===== config.mk =====
export PLATFORM = sky130hd
export DESIGN_NAME = zoned_track_sector_to_block
export DESIGN_NICKNAME = d
export VERILOG_FILES = /design/src/hdl/ztsb_pkg.sv /design/src/hdl/ztsb_cfg.sv /design/src/hdl/ztsb_map.sv /design/src/hdl/zoned_track_sector_to_block.sv
export SDC_FILE = /design/constraint.sdc
export NUM_CORES = 1
export LEC_CHECK = 0
export BUFFER_PORTS_ARGS = -buffer_cell sky130_fd_sc_hd__clkbuf_2
export CORE_UTILIZATION = 55
export CTS_CLUSTER_SIZE = 24
export DETAILED_ROUTE_END_ITERATION = 7
export PLACE_DENSITY = 0.75
export SLEW_MARGIN = 0
export SYNTH_ARGS = -nofsm -noshare
export SYNTH_HDL_FRONTEND = slang
export SYNTH_SLANG_ARGS = --single-unit

===== constraint.sdc =====
create_clock -name clk -period 8.5 [get_ports clk]
set_clock_uncertainty 0.15 [all_clocks]
set_input_delay 0.425 -clock clk [delete_from_list [all_inputs] [get_ports clk]]
set_output_delay 0.425 -clock clk [all_outputs]
set_load 0.01 [all_outputs]

===== src/hdl/ztsb_pkg.sv =====
package ztsb_pkg;

  localparam int ZONE_REGS = 4;
  localparam int BLOCK_W   = 18;
  localparam int OFFSET_W  = 26;

  typedef logic [2:0] cfg_idx_t;

  localparam cfg_idx_t CFG_ZONE_0     = 3'd0;
  localparam cfg_idx_t CFG_ZONE_1     = 3'd1;
  localparam cfg_idx_t CFG_ZONE_2     = 3'd2;
  localparam cfg_idx_t CFG_ZONE_3     = 3'd3;
  localparam cfg_idx_t CFG_LAST_TRACK = 3'd4;

  localparam logic [1:0] MAP_OK         = 2'd0;
  localparam logic [1:0] MAP_BAD_TRACK  = 2'd1;
  localparam logic [1:0] MAP_BAD_SECTOR = 2'd2;

  typedef struct packed {
    logic [7:0] first;
    logic [7:0] last;
    logic [7:0] secs;
  } zone_t;

  localparam zone_t ZONE_0_RESET = 24'd69909;
  localparam zone_t ZONE_1_RESET = 24'd1185811;
  localparam zone_t ZONE_2_RESET = 24'd1646098;
  localparam zone_t ZONE_3_RESET = 24'd2040593;
  localparam logic [7:0] LAST_TRACK_RESET = 8'd35;

  typedef struct packed {
    logic [7:0] track_in;
    logic [7:0] sector_in;
  } in_t;

  typedef struct packed {
    logic [BLOCK_W-1:0]  block_index;
    logic [OFFSET_W-1:0] byte_offset;
    logic [1:0]          map_error;
    logic [7:0]          track_sectors;
    logic                count_error;
  } out_t;

  // Result of the mapping stage, before the byte offset is formed.
  typedef struct packed {
    logic               valid;
    logic [BLOCK_W-1:0] block_index;
    logic [1:0]         map_error;
    logic [7:0]         track_sectors;
    logic               count_error;
  } mid_t;

endpackage


===== src/hdl/ztsb_cfg.sv =====
module ztsb_cfg import ztsb_pkg::*; #(
  parameter int ZONE_COUNT = 4
) (
  input  logic                                 clk,
  input  logic                                 rst_n,
  input  logic                                 cfg_valid,
  output logic                                 cfg_ready,
  input  cfg_idx_t                             cfg_index,
  input  logic [23:0]                          cfg_data,
  output zone_t [ZONE_COUNT-1:0]               zones,
  output logic  [ZONE_COUNT-1:0][BLOCK_W-1:0]  zone_base,
  output logic  [7:0]                          last_track
);

  zone_t       zone_r [ZONE_REGS];
  logic [7:0]  last_track_r;
  logic [ZONE_COUNT-1:0][BLOCK_W-1:0] base_r;
  logic [ZONE_COUNT-1:0][BLOCK_W-1:0] base_nxt;

  assign cfg_ready = 1'b1;

  always_ff @(posedge clk) begin
    if (!rst_n) begin
      zone_r[0]    <= ZONE_0_RESET;
      zone_r[1]    <= ZONE_1_RESET;
      zone_r[2]    <= ZONE_2_RESET;
      zone_r[3]    <= ZONE_3_RESET;
      last_track_r <= LAST_TRACK_RESET;
    end else if (cfg_valid) begin
      priority if (cfg_index <= CFG_ZONE_3) begin
        zone_r[cfg_index[1:0]] <= cfg_data;
      end else if (cfg_index == CFG_LAST_TRACK) begin
        last_track_r <= cfg_data[7:0];
      end else begin
        // Writes to indexes past the last register are dropped.
      end
    end
  end

  // Zones past the register set read as zero, which ends the table.
  for (genvar z = 0; z < ZONE_COUNT; z++) begin : g_zone
    if (z < ZONE_REGS) begin : g_reg
      assign zones[z] = zone_r[z];
    end else begin : g_zero
      assign zones[z] = '0;
    end
  end

  // Block number at which each zone starts, registered: it follows the
  // zone registers in the next cycle. Items see no lag if the user changes
  // the configuration only while the block is idle; this is not enforced.
  always_comb begin
    logic [8:0]  span;
    logic [16:0] size;
    base_nxt[0] = '0;
    for (int z = 1; z < ZONE_COUNT; z++) begin
      span = 9'(zones[z-1].last) - 9'(zones[z-1].first) + 9'd1;
      size = (zones[z-1].last >= zones[z-1].first) ?
             17'(span) * 17'(zones[z-1].secs) : 17'd0;
      base_nxt[z] = base_nxt[z-1] + BLOCK_W'(size);
    end
  end

  always_ff @(posedge clk) begin
    base_r <= base_nxt;
  end

  assign zone_base  = base_r;
  assign last_track = last_track_r;

endmodule


===== src/hdl/ztsb_map.sv =====
module ztsb_map import ztsb_pkg::*; #(
  parameter int ZONE_COUNT = 4
) (
  input  logic                                 clk,
  input  logic                                 rst_n,
  input  logic                                 item_vld,
  input  in_t                                  item,
  input  zone_t [ZONE_COUNT-1:0]               zones,
  input  logic  [ZONE_COUNT-1:0][BLOCK_W-1:0]  zone_base,
  input  logic  [7:0]                          last_track,
  output mid_t                                 mid
);

  mid_t mid_nxt;
  mid_t mid_r;

  always_comb begin
    logic               visiting;
    logic               found;
    logic [1:0]         merr;
    logic [7:0]         sel_first;
    logic [7:0]         sel_secs;
    logic [BLOCK_W-1:0] sel_base;
    logic [15:0]        in_zone;
    logic [BLOCK_W-1:0] block;
    logic               cdone;
    logic [7:0]         csecs;
    logic               cerr;

    visiting  = 1'b1;
    found     = 1'b0;
    merr      = MAP_BAD_TRACK;
    sel_first = '0;
    sel_secs  = '0;
    sel_base  = '0;
    // Zones are visited in order; the sector is checked in every visited
    // zone before the track is looked for in it.
    for (int z = 0; z < ZONE_COUNT; z++) begin
      if (visiting && !found) begin
        priority if (zones[z].first == 8'd0) begin
          visiting = 1'b0;
        end else if (item.sector_in >= zones[z].secs) begin
          found = 1'b1;
          merr  = MAP_BAD_SECTOR;
        end else if (item.track_in >= zones[z].first &&
                     item.track_in <= zones[z].last) begin
          found     = 1'b1;
          merr      = MAP_OK;
          sel_first = zones[z].first;
          sel_secs  = zones[z].secs;
          sel_base  = zone_base[z];
        end else begin
          // The track lies outside this zone; keep walking.
        end
      end
    end
    if (item.track_in == 8'd0) begin
      merr = MAP_BAD_TRACK;
    end

    in_zone = 16'(item.track_in - sel_first) * 16'(sel_secs);
    block   = sel_base + BLOCK_W'(in_zone) + BLOCK_W'(item.sector_in);
    if (merr != MAP_OK) begin
      block = '0;
    end

    cdone = 1'b0;
    csecs = '0;
    for (int z = 0; z < ZONE_COUNT; z++) begin
      if (!cdone) begin
        priority if (zones[z].first == 8'd0) begin
          cdone = 1'b1;
        end else if (zones[z].last == 8'd0 || item.track_in <= zones[z].last) begin
          cdone = 1'b1;
          csecs = zones[z].secs;
        end else begin
          // The track lies past this zone; keep walking.
        end
      end
    end
    cerr = (item.track_in == 8'd0) || (item.track_in > last_track);
    if (cerr) begin
      csecs = '0;
    end

    mid_nxt.valid         = item_vld;
    mid_nxt.block_index   = block;
    mid_nxt.map_error     = merr;
    mid_nxt.track_sectors = csecs;
    mid_nxt.count_error   = cerr;
  end

  always_ff @(posedge clk) begin
    if (!rst_n) begin
      mid_r <= '0;
    end else begin
      mid_r <= mid_nxt;
    end
  end

  assign mid = mid_r;

endmodule


===== src/hdl/zoned_track_sector_to_block.sv =====
// Maps a track and sector of a zoned disk to a linear block number.
// Input channel: an item (track, sector) is taken at a clock edge where
// start is high and busy is low. busy is high only while rst_n is low, so
// one item can be started in every cycle.
// Result channel: out_strobe is high for one cycle with the result beat on
// out_item, once the item has passed the input, mapping and output
// registers; block number, byte offset and error codes share that one beat.
// Throughput is one item per cycle; latency is set by the three register
// stages: input register, zone lookup and multiply, byte offset multiply.
// The receiver cannot stall; every result is shown for exactly one cycle.
// Configuration channel: cfg_valid with cfg_ready (always high) writes
// cfg_data to register cfg_index: zone words 0 to 3, then last_track.
// Other indexes are ignored. Write it only with no item in flight.
// Reset (synchronous, active low) restores the default zone table and
// drops any item in flight; no result beat comes out for it.
module zoned_track_sector_to_block import ztsb_pkg::*; #(
  parameter int ZONE_COUNT  = 4,
  parameter int BLOCK_BYTES = 256
) (
  input  logic        clk,
  input  logic        rst_n,
  input  logic        start,
  output logic        busy,
  input  in_t         in_item,
  output logic        out_strobe,
  output out_t        out_item,
  input  logic        cfg_valid,
  output logic        cfg_ready,
  input  cfg_idx_t    cfg_index,
  input  logic [23:0] cfg_data
);

  localparam int BB_W   = $clog2(BLOCK_BYTES + 1);
  localparam int PROD_W = (BLOCK_W + BB_W > OFFSET_W) ? BLOCK_W + BB_W : OFFSET_W;

  logic                                accept;
  logic                                in_vld_r;
  in_t                                 in_r;
  zone_t [ZONE_COUNT-1:0]              zones;
  logic  [ZONE_COUNT-1:0][BLOCK_W-1:0] zone_base;
  logic  [7:0]                         last_track;
  mid_t                                mid;
  logic [PROD_W-1:0]                   offset_full;
  logic                                out_strobe_r;
  out_t                                out_r;
  out_t                                out_nxt;

  assign busy   = ~rst_n;
  assign accept = start & ~busy;

  always_ff @(posedge clk) begin
    if (!rst_n) begin
      in_vld_r <= 1'b0;
    end else begin
      in_vld_r <= accept;
    end
  end

  always_ff @(posedge clk) begin
    if (accept) begin
      in_r <= in_item;
    end
  end

  ztsb_cfg #(
    .ZONE_COUNT (ZONE_COUNT)
  ) u_cfg (
    .clk        (clk),
    .rst_n      (rst_n),
    .cfg_valid  (cfg_valid),
    .cfg_ready  (cfg_ready),
    .cfg_index  (cfg_index),
    .cfg_data   (cfg_data),
    .zones      (zones),
    .zone_base  (zone_base),
    .last_track (last_track)
  );

  ztsb_map #(
    .ZONE_COUNT (ZONE_COUNT)
  ) u_map (
    .clk        (clk),
    .rst_n      (rst_n),
    .item_vld   (in_vld_r),
    .item       (in_r),
    .zones      (zones),
    .zone_base  (zone_base),
    .last_track (last_track),
    .mid        (mid)
  );

  // The block number is already zero on a map error, so the offset is too.
  assign offset_full = PROD_W'(mid.block_index) * PROD_W'(BLOCK_BYTES);

  always_comb begin
    out_nxt.block_index   = mid.block_index;
    out_nxt.byte_offset   = offset_full[OFFSET_W-1:0];
    out_nxt.map_error     = mid.map_error;
    out_nxt.track_sectors = mid.track_sectors;
    out_nxt.count_error   = mid.count_error;
  end

  always_ff @(posedge clk) begin
    if (!rst_n) begin
      out_strobe_r <= 1'b0;
    end else begin
      out_strobe_r <= mid.valid;
    end
  end

  always_ff @(posedge clk) begin
    out_r <= out_nxt;
  end

  assign out_strobe = out_strobe_r;
  assign out_item   = out_r;

endmodule


==> results of run 1 <==
cell type report:
class                   instances  area, um2
well taps                     585        732
multi-input cells            1829      17300
clock inverters                12        161
fillers                      3159      12900
repair buffers                481       3550
clock buffers                  38        768
flip-flops and latches        234       5810
inverters                     453       1710
kinds of logic after synthesis:
logic type / Yosys count / share of synthesized area (%)
xor+xnor: 116 / 4.33
fa+ha+maj: 563 / 35.9
buf+inv: 535 / 8.87
simple gates: 762 / 15.8
compound gates: 378 / 10.8
flops: 234 / 24.2
mux: 1 / 0.0418
other cells: 2 / 0.0314
timing repair:
action | 4_1_cts | 5_1_grt
pin swaps | 33 | 146
resized for setup | 49 | 193
hold buffers | 22 | 0
endpoints found under the hold margin | 22 | 0
endpoints found under the setup margin | 13 | 18
setup buffers | 8 | 41
critical path, delay by kind of cell, from the launching register on:
| family | cells | cell delay, ps |
|---|---|---|
| XOR/XNOR | 2 | 280 |
| buffers and inverters | 7 | 810 |
| adder cells (fa/ha/maj) | 10 | 3620 |
| AO/OA/AOI/OAI | 12 | 2050 |
| AND/OR/NAND/NOR | 10 | 1550 |
| flip-flops | 1 | 570 |
synth_stat cells, drive strengths merged (47+ instances only):
master / instances / area share [%]
fa: 207 / 17
inv: 452 / 7.1
and2: 113 / 3.0
a21oi: 112 / 2.4
xnor2: 87 / 3.2
ha: 356 / 19
o21ai: 71 / 1.5
nand2: 201 / 3.2
dfxtp: 122 / 10
nor2: 192 / 3.0
edfxtp: 112 / 14
clkbuf: 47 / 0.74
final timing paths:
check	to	slack, ps
setup / recovery	u_map.mid[27]$_SDFF_PP0_	-630
hold / removal	u_cfg.zone_r[1][20]$_SDFFCE_PN1P_	50
setup reg to reg	u_map.mid[27]$_SDFF_PP0_	-630
hold reg to reg	out_item[1]$_DFF_P_	170
layout by cell type (no fill, tap or decap), drive strengths merged, types with 22 or more instances in the layout:
cell,n
edfxtp,112
and2,113
clkbuf,133
nor2b,30
buf,364
and3,27
ha,356
nand2b,37
fa,207
or2,35
nor2,192
xnor2,87
nand3,31
a21o,42
inv,455
o21ai,71
xor2,28
a21oi,112
nand2,201
nor3,24
dfxtp,122
a222oi,38
or3,32
dlygate4sd3,22
through the flow:
step	area, um2	hold slack (ps)	instances
5_1_grt	30000	43.7	3632
3_3_place_gp	27300	160	3515
4_1_cts	28800	34.9	3595
3_5_place_dp	27300	162	3515
2_1_floorplan	24200	160	2598
6_report	30000	54.1	3632
per-layer routing:
layer,track usage (%),vias to the layer above
li1,-,9404
met4,14.3,2
met2,53.6,866
met5,0,-
met1,38.0,9653
met3,3.70,208
sequential cells by signal (all words and copies together) (netlist names):
name and cells:
out_item 29, in_r 16, u_cfg.zone_r 96, u_cfg.zone_base 53, u_map.mid 30, out_strobe 1, in_vld_r 1, u_cfg.last_track 8
==> reports/results.md, run 1 <==
- **Register-to-Register Path Depth** 41
- **async set or reset register ratio after synthesis** 0%
- **pin slew with the least headroom to its limit** 1090 ps
- **sequential-to-total area share from yosys stat** 24.2%
- **ratio of cells with drive above 1 in the final layout** 24.8%
- **Max Cap Violations** 0
- **highest achievable clock rate** 110 MHz
- **final hold vios** 0
- **Max clock buf depth** 3
- **start point of the critical path** in_r[14]$_DFFE_PP_
- **cell repeated most along the worst path** sky130_fd_sc_hd__fa_1
- **Crit Path Max Fanout** 6
- **area of the die** 44400 um2
- **vertical die dimension** 211 um
- **portion of the clock cycle consumed by the worst path in the final layout** 107%
- **final net count** 3636
- **num ports** 105
- **RSZ-0062 raised after global routing** true
- **total count of max-transition violations in the final report** 0
- **setup total negative slack** -2750 ps
- **Chip Width** 211 um
- **number of H-tree branching levels** 1
- **TritonCTS clock tree** done
- **routed via count** 20100
- **maximum number of pins on one net before global-route repair** 38
- **worst-case setup slack after placement** -861 ps
- **wire length the detailed router placed on met1** 27200 um
- **clock sink count** 234
- **clock tree root buffer cell** sky130_fd_sc_hd__clkbuf_16
- **post-route setup slack** -632 ps
- **remaining antenna violation count** 0
- **cell depth of the worst min-delay path** 2
- **number of iterations in the first detailed-routing pass** 8
- **Mean Syn Cell Area** 9.24 um2
- **Required @ worst endpoint** 8820 ps
- **Cell Rows** 76
- **wire length per cell** 19.1 um
- **number of diodes** 0
- **Top Metal Used** met5
- **starting density of the core** 55.7%
- **crit end category** register
- **via count of the first global-routing pass** 20600
- **startpoint-to-endpoint class of the critical path** register to register
- **crit path max-delay cell type** sky130_fd_sc_hd__edfxtp_1
- **aggregate global routing overflow** 0
- **yosys synthesis warning count** 0
- **global-route wire length before repair** 107000 um
- **Seq cells post-synth** 234
- **Setup-failing EPs final** 7
- **Core Footprint** 43000 um2
- **Post-Route WL** 69500 um
- **Post-Route Utilization** 69.9%
- **number of enable-type register cells in the synthesized netlist** 112
- **Iteration-0 DRC Markers** 1447
- **final critical-path required period** 9130 ps
- **arrival time at the worst endpoint** 9450 ps
- **total DRC errors in the routed layout** 0
- **synthesis-to-layout area growth** 25.5%
- **failing checks** setup timing
- **metal3 WL** 4710 um
- **Num CTS Buffers** 27
- **flip-flop cell with the highest count after synthesis** sky130_fd_sc_hd__dfxtp_1
- **HP Class** primary input to register
- **run status** complete, but fails checks
- **Global Route Usage Sum** 30.7%
- **Synth Cell Area** 23900 um2
- **Port-buffer cells** 95
- **largest incremental delay on the critical path** 570 ps
- **worst max-slew margin expressed relative to the limit** 27.1%
- **Met2 Wirelength** 33800 um
- **routability-driven placement congestion ratio** 0.973
- **Worst-path clk slew** 60 ps
- **number of instances in the synthesized netlist** 2591
- **clock latency on the worst-skew pair** 570 ps
- **antenna violations before repair** 1
- **routed via count divided by cell count** 5.54
- **startpoint of the tightest hold check path** cfg_data[20]
- **Distinct cells, synth** 72
- **startpoint class of the critical path** register
- **Crit Reg-Reg Startpoint** in_r[14]$_DFFE_PP_
- **half-perimeter wire length after detailed placement** 55100 um
Power of run 1 is not shown: default switching activity piles up to over one toggle a cycle in this logic, so the estimate is an artifact.
==> run 2: changes to the inputs <==
--- a/config.mk
+++ b/config.mk
@@ -5,7 +5,7 @@
 export SDC_FILE = /design/constraint.sdc
 export NUM_CORES = 1
 export LEC_CHECK = 0
-export BUFFER_PORTS_ARGS = -buffer_cell sky130_fd_sc_hd__clkbuf_2
+export BUFFER_PORTS_ARGS = -buffer_cell sky130_fd_sc_hd__buf_2
 export CORE_UTILIZATION = 55
 export CTS_CLUSTER_SIZE = 24
 export DETAILED_ROUTE_END_ITERATION = 7
==> constraint.sdc (replaced) <==
create_clock -name clk -period 7.44 [get_ports clk]
set_clock_uncertainty 0.15 [all_clocks]
set_input_delay 0.372 -clock clk [delete_from_list [all_inputs] [get_ports clk]]
set_output_delay 0.372 -clock clk [all_outputs]
set_load 0.01 [all_outputs]
==> reports/results.md, run 2 (synthesis results as in run 1) <==
- **final hold vios** 0, unchanged
- **crit path max-delay cell type** sky130_fd_sc_hd__fa_1
- **routed via count divided by cell count** 5.61, +1.3%
- **routed via count** 21400, +6.3%
- **most used cells in the layout excluding fill and tap cells** 489 x sky130_fd_sc_hd__buf_4, 414 x sky130_fd_sc_hd__inv_1, 290 x sky130_fd_sc_hd__ha_1, 200 x sky130_fd_sc_hd__fa_1, 195 x sky130_fd_sc_hd__nand2_1
- **final critical-path required period** 9340 ps, +210 ps
- **setup total negative slack** -21070 ps, -18320 ps
- **clock sink count** 234, unchanged
- **final cell area excluding filler cells** 32300 um2, +7.6%
- **vertical die dimension** 211 um, unchanged
- **failing checks** DRC, setup timing
- **final instance count without filler cells** 3812, +5.0%
- **synthesis-to-layout area growth** 34.9%
- **Setup-failing EPs final** 22, +15
- **number of diodes** 0, unchanged
- **HP Class** primary input to register
- **total count of max-transition violations in the final report** 0, unchanged
- **Max Cap Violations** 0, unchanged
- **cell repeated most along the worst path** sky130_fd_sc_hd__ha_4
- **Cell Rows** 76, unchanged
- **Max clock buf depth** 3, unchanged
- **clock tree root buffer cell** sky130_fd_sc_hd__clkbuf_16
- **num ports** 105, unchanged
- **half-perimeter wire length after detailed placement** 57900 um, +5.1%
- **antenna violations before repair** 0, -1
- **pin slew with the least headroom to its limit** 1160 ps, +69.9 ps
- **startpoint class of the critical path** register
- **Worst-path clk slew** 70 ps, about the same
- **remaining antenna violation count** 0, unchanged
- **wire length per cell** 20.6 um, +7.6%
- **via count of the first global-routing pass** 21900, +6.0%
- **most common cell after layout, fill and taps aside** sky130_fd_sc_hd__buf_4
- **sequential cell area** 5810 um2, unchanged
- **highest achievable clock rate** 107 MHz, -2.2%
- **aggregate global routing overflow** 0, unchanged
- **Post-Route WL** 78400 um, +13%
- **register with the most flip-flops** u_cfg.zone_r
- **Crit Path Max Fanout** 4, -2
- **number of inserted filler cells in the final layout** 2866, -9.3%
- **max reg flops** 96, unchanged
- **run status** complete, but fails checks
- **Port-buffer cells** 95, unchanged
- **TritonCTS clock tree** done
- **Iteration-0 DRC Markers** 1837, +27%
- **area of the die** 44400 um2, unchanged
- **Num CTS Buffers** 26, -3.7%
- **number of iterations in the first detailed-routing pass** 8, unchanged
- **total DRC errors in the routed layout** 2, +2
- **arrival time at the worst endpoint** 9660 ps, +210 ps
- **Global Route Usage Sum** 33.6%, +2.8 points
- **Chip Width** 211 um, unchanged
- **multi-input gate area in the final layout** 18200 um2, +4.9%
- **post-route setup slack** -1900 ps, -1270 ps
- **routability-driven placement congestion ratio** 0.954, -1.9%
- **Core Footprint** 43000 um2, unchanged
- **portion of the clock cycle consumed by the worst path in the final layout** 126%, +18 points
- **global-route wire length before repair** 116000 um, +8.9%
- **worst max-slew margin expressed relative to the limit** 22.5%, -4.7 points
- **RSZ-0062 raised after global routing** true
- **Placed Area** 28600 um2, +4.7%
- **Required @ worst endpoint** 7750 ps, -1070 ps
- **crit end category** register
- **clock latency on the worst-skew pair** 580 ps, about the same
- **startpoint-to-endpoint class of the critical path** register to register
- **number of H-tree branching levels** 1, unchanged
- **maximum number of pins on one net before global-route repair** 37, -2.6%
- **starting density of the core** 55.7%, unchanged
- **largest incremental delay on the critical path** 510 ps, -60 ps
- **final net count** 3819, +5.0%
- **ratio of cells with drive above 1 in the final layout** 31.7%, +6.9 points
- **Post-Place Cells** 3661, +4.2%
## run 2: cell types whose count changed in the layout (fill, tap and decap cells not counted), moves of 9 or more
| cell | change |
|---|---|
| sky130_fd_sc_hd__clkbuf_2 | -95 |
| sky130_fd_sc_hd__ha_1 | -14 |
| sky130_fd_sc_hd__buf_4 | +150 |
| sky130_fd_sc_hd__buf_6 | +26 |
| sky130_fd_sc_hd__a21oi_2 | +10 |
| sky130_fd_sc_hd__o21ai_0 | -10 |
| sky130_fd_sc_hd__ha_4 | +17 |
| sky130_fd_sc_hd__inv_1 | -12 |
| sky130_fd_sc_hd__xnor2_1 | -16 |
| sky130_fd_sc_hd__dlygate4sd3_1 | +9 |
| sky130_fd_sc_hd__inv_2 | +11 |
| sky130_fd_sc_hd__buf_2 | +95 |
| sky130_fd_sc_hd__a21oi_1 | -13 |
## run 2: routing by layer
metal / up-vias / wire [um] / track usage, % / part of all wire (%)
met2: 968 / 38100 / 58.9 / 49
met3: 307 / 4920 / 4.48 / 6.3
li1: 9762 / - / - / -
met1: 10400 / 30000 / 40.0 / 38
met4: 0 / 5400 / 17.8 / 6.9
met5: - / 0 / 0 / 0
## run 2: critical path: cells and delay by family (launching register included)
kind / cells / cell delay (ps)
fa+ha+maj: 9 / 2980
compound gates: 13 / 2670
simple gates: 10 / 1790
buf+inv: 7 / 650
xor+xnor: 3 / 490
flops: 1 / 480
## run 2: worst paths after layout
path | start | endpoint | slack [ps] | depth (start not counted)
worst max-delay path | in_r[2]$_DFFE_PP_ | u_map.mid[27]$_SDFF_PP0_ | -1900 | 42
worst min-delay path | cfg_data[8] | u_cfg.zone_r[3][8]$_DFFE_PP_ | 20 | 2
worst max register to register | in_r[2]$_DFFE_PP_ | u_map.mid[27]$_SDFF_PP0_ | -1900 | 42
worst min register to register | u_map.mid[14]$_SDFF_PP0_ | out_item[22]$_DFF_P_ | 180 | 0
## run 2: layout make-up
| class | count | share of cell area [%] |
|---|---|---|
| Multi-Input combinational cell | 1829 | 56.2 |
| Sequential cell | 234 | 18.0 |
| Timing Repair Buffer | 665 | 15.6 |
| Inverter | 453 | 5.29 |
| Clock buffer | 35 | 2.27 |
| Tap cell | 585 | 2.27 |
| Clock inverter | 11 | 0.403 |
## run 2: metrics by stage
stage / setup WS [ps] / utilization (%) / hold WS, ps
2_1_floorplan: -1720 / - / 160
3_3_place_gp: -1680 / 66.6 / 161
3_5_place_dp: -1930 / 66.6 / 163
4_1_cts: -1600 / 72.4 / 2.09
5_1_grt: -2250 / 75.2 / 7.04
6_report: -1900 / 75.2 / 20.9
## run 2: repair_timing
action | in CTS | in global routing
cloned | 0 | 1
pin swaps | 132 | 159
hold endpoints to repair | 42 | 0
hold buffers | 31 | 0
endpoints found under the setup margin | 24 | 28
buffers inserted | 52 | 40
gates resized for setup | 190 | 188
Power of run 2 is left out for the same reason.
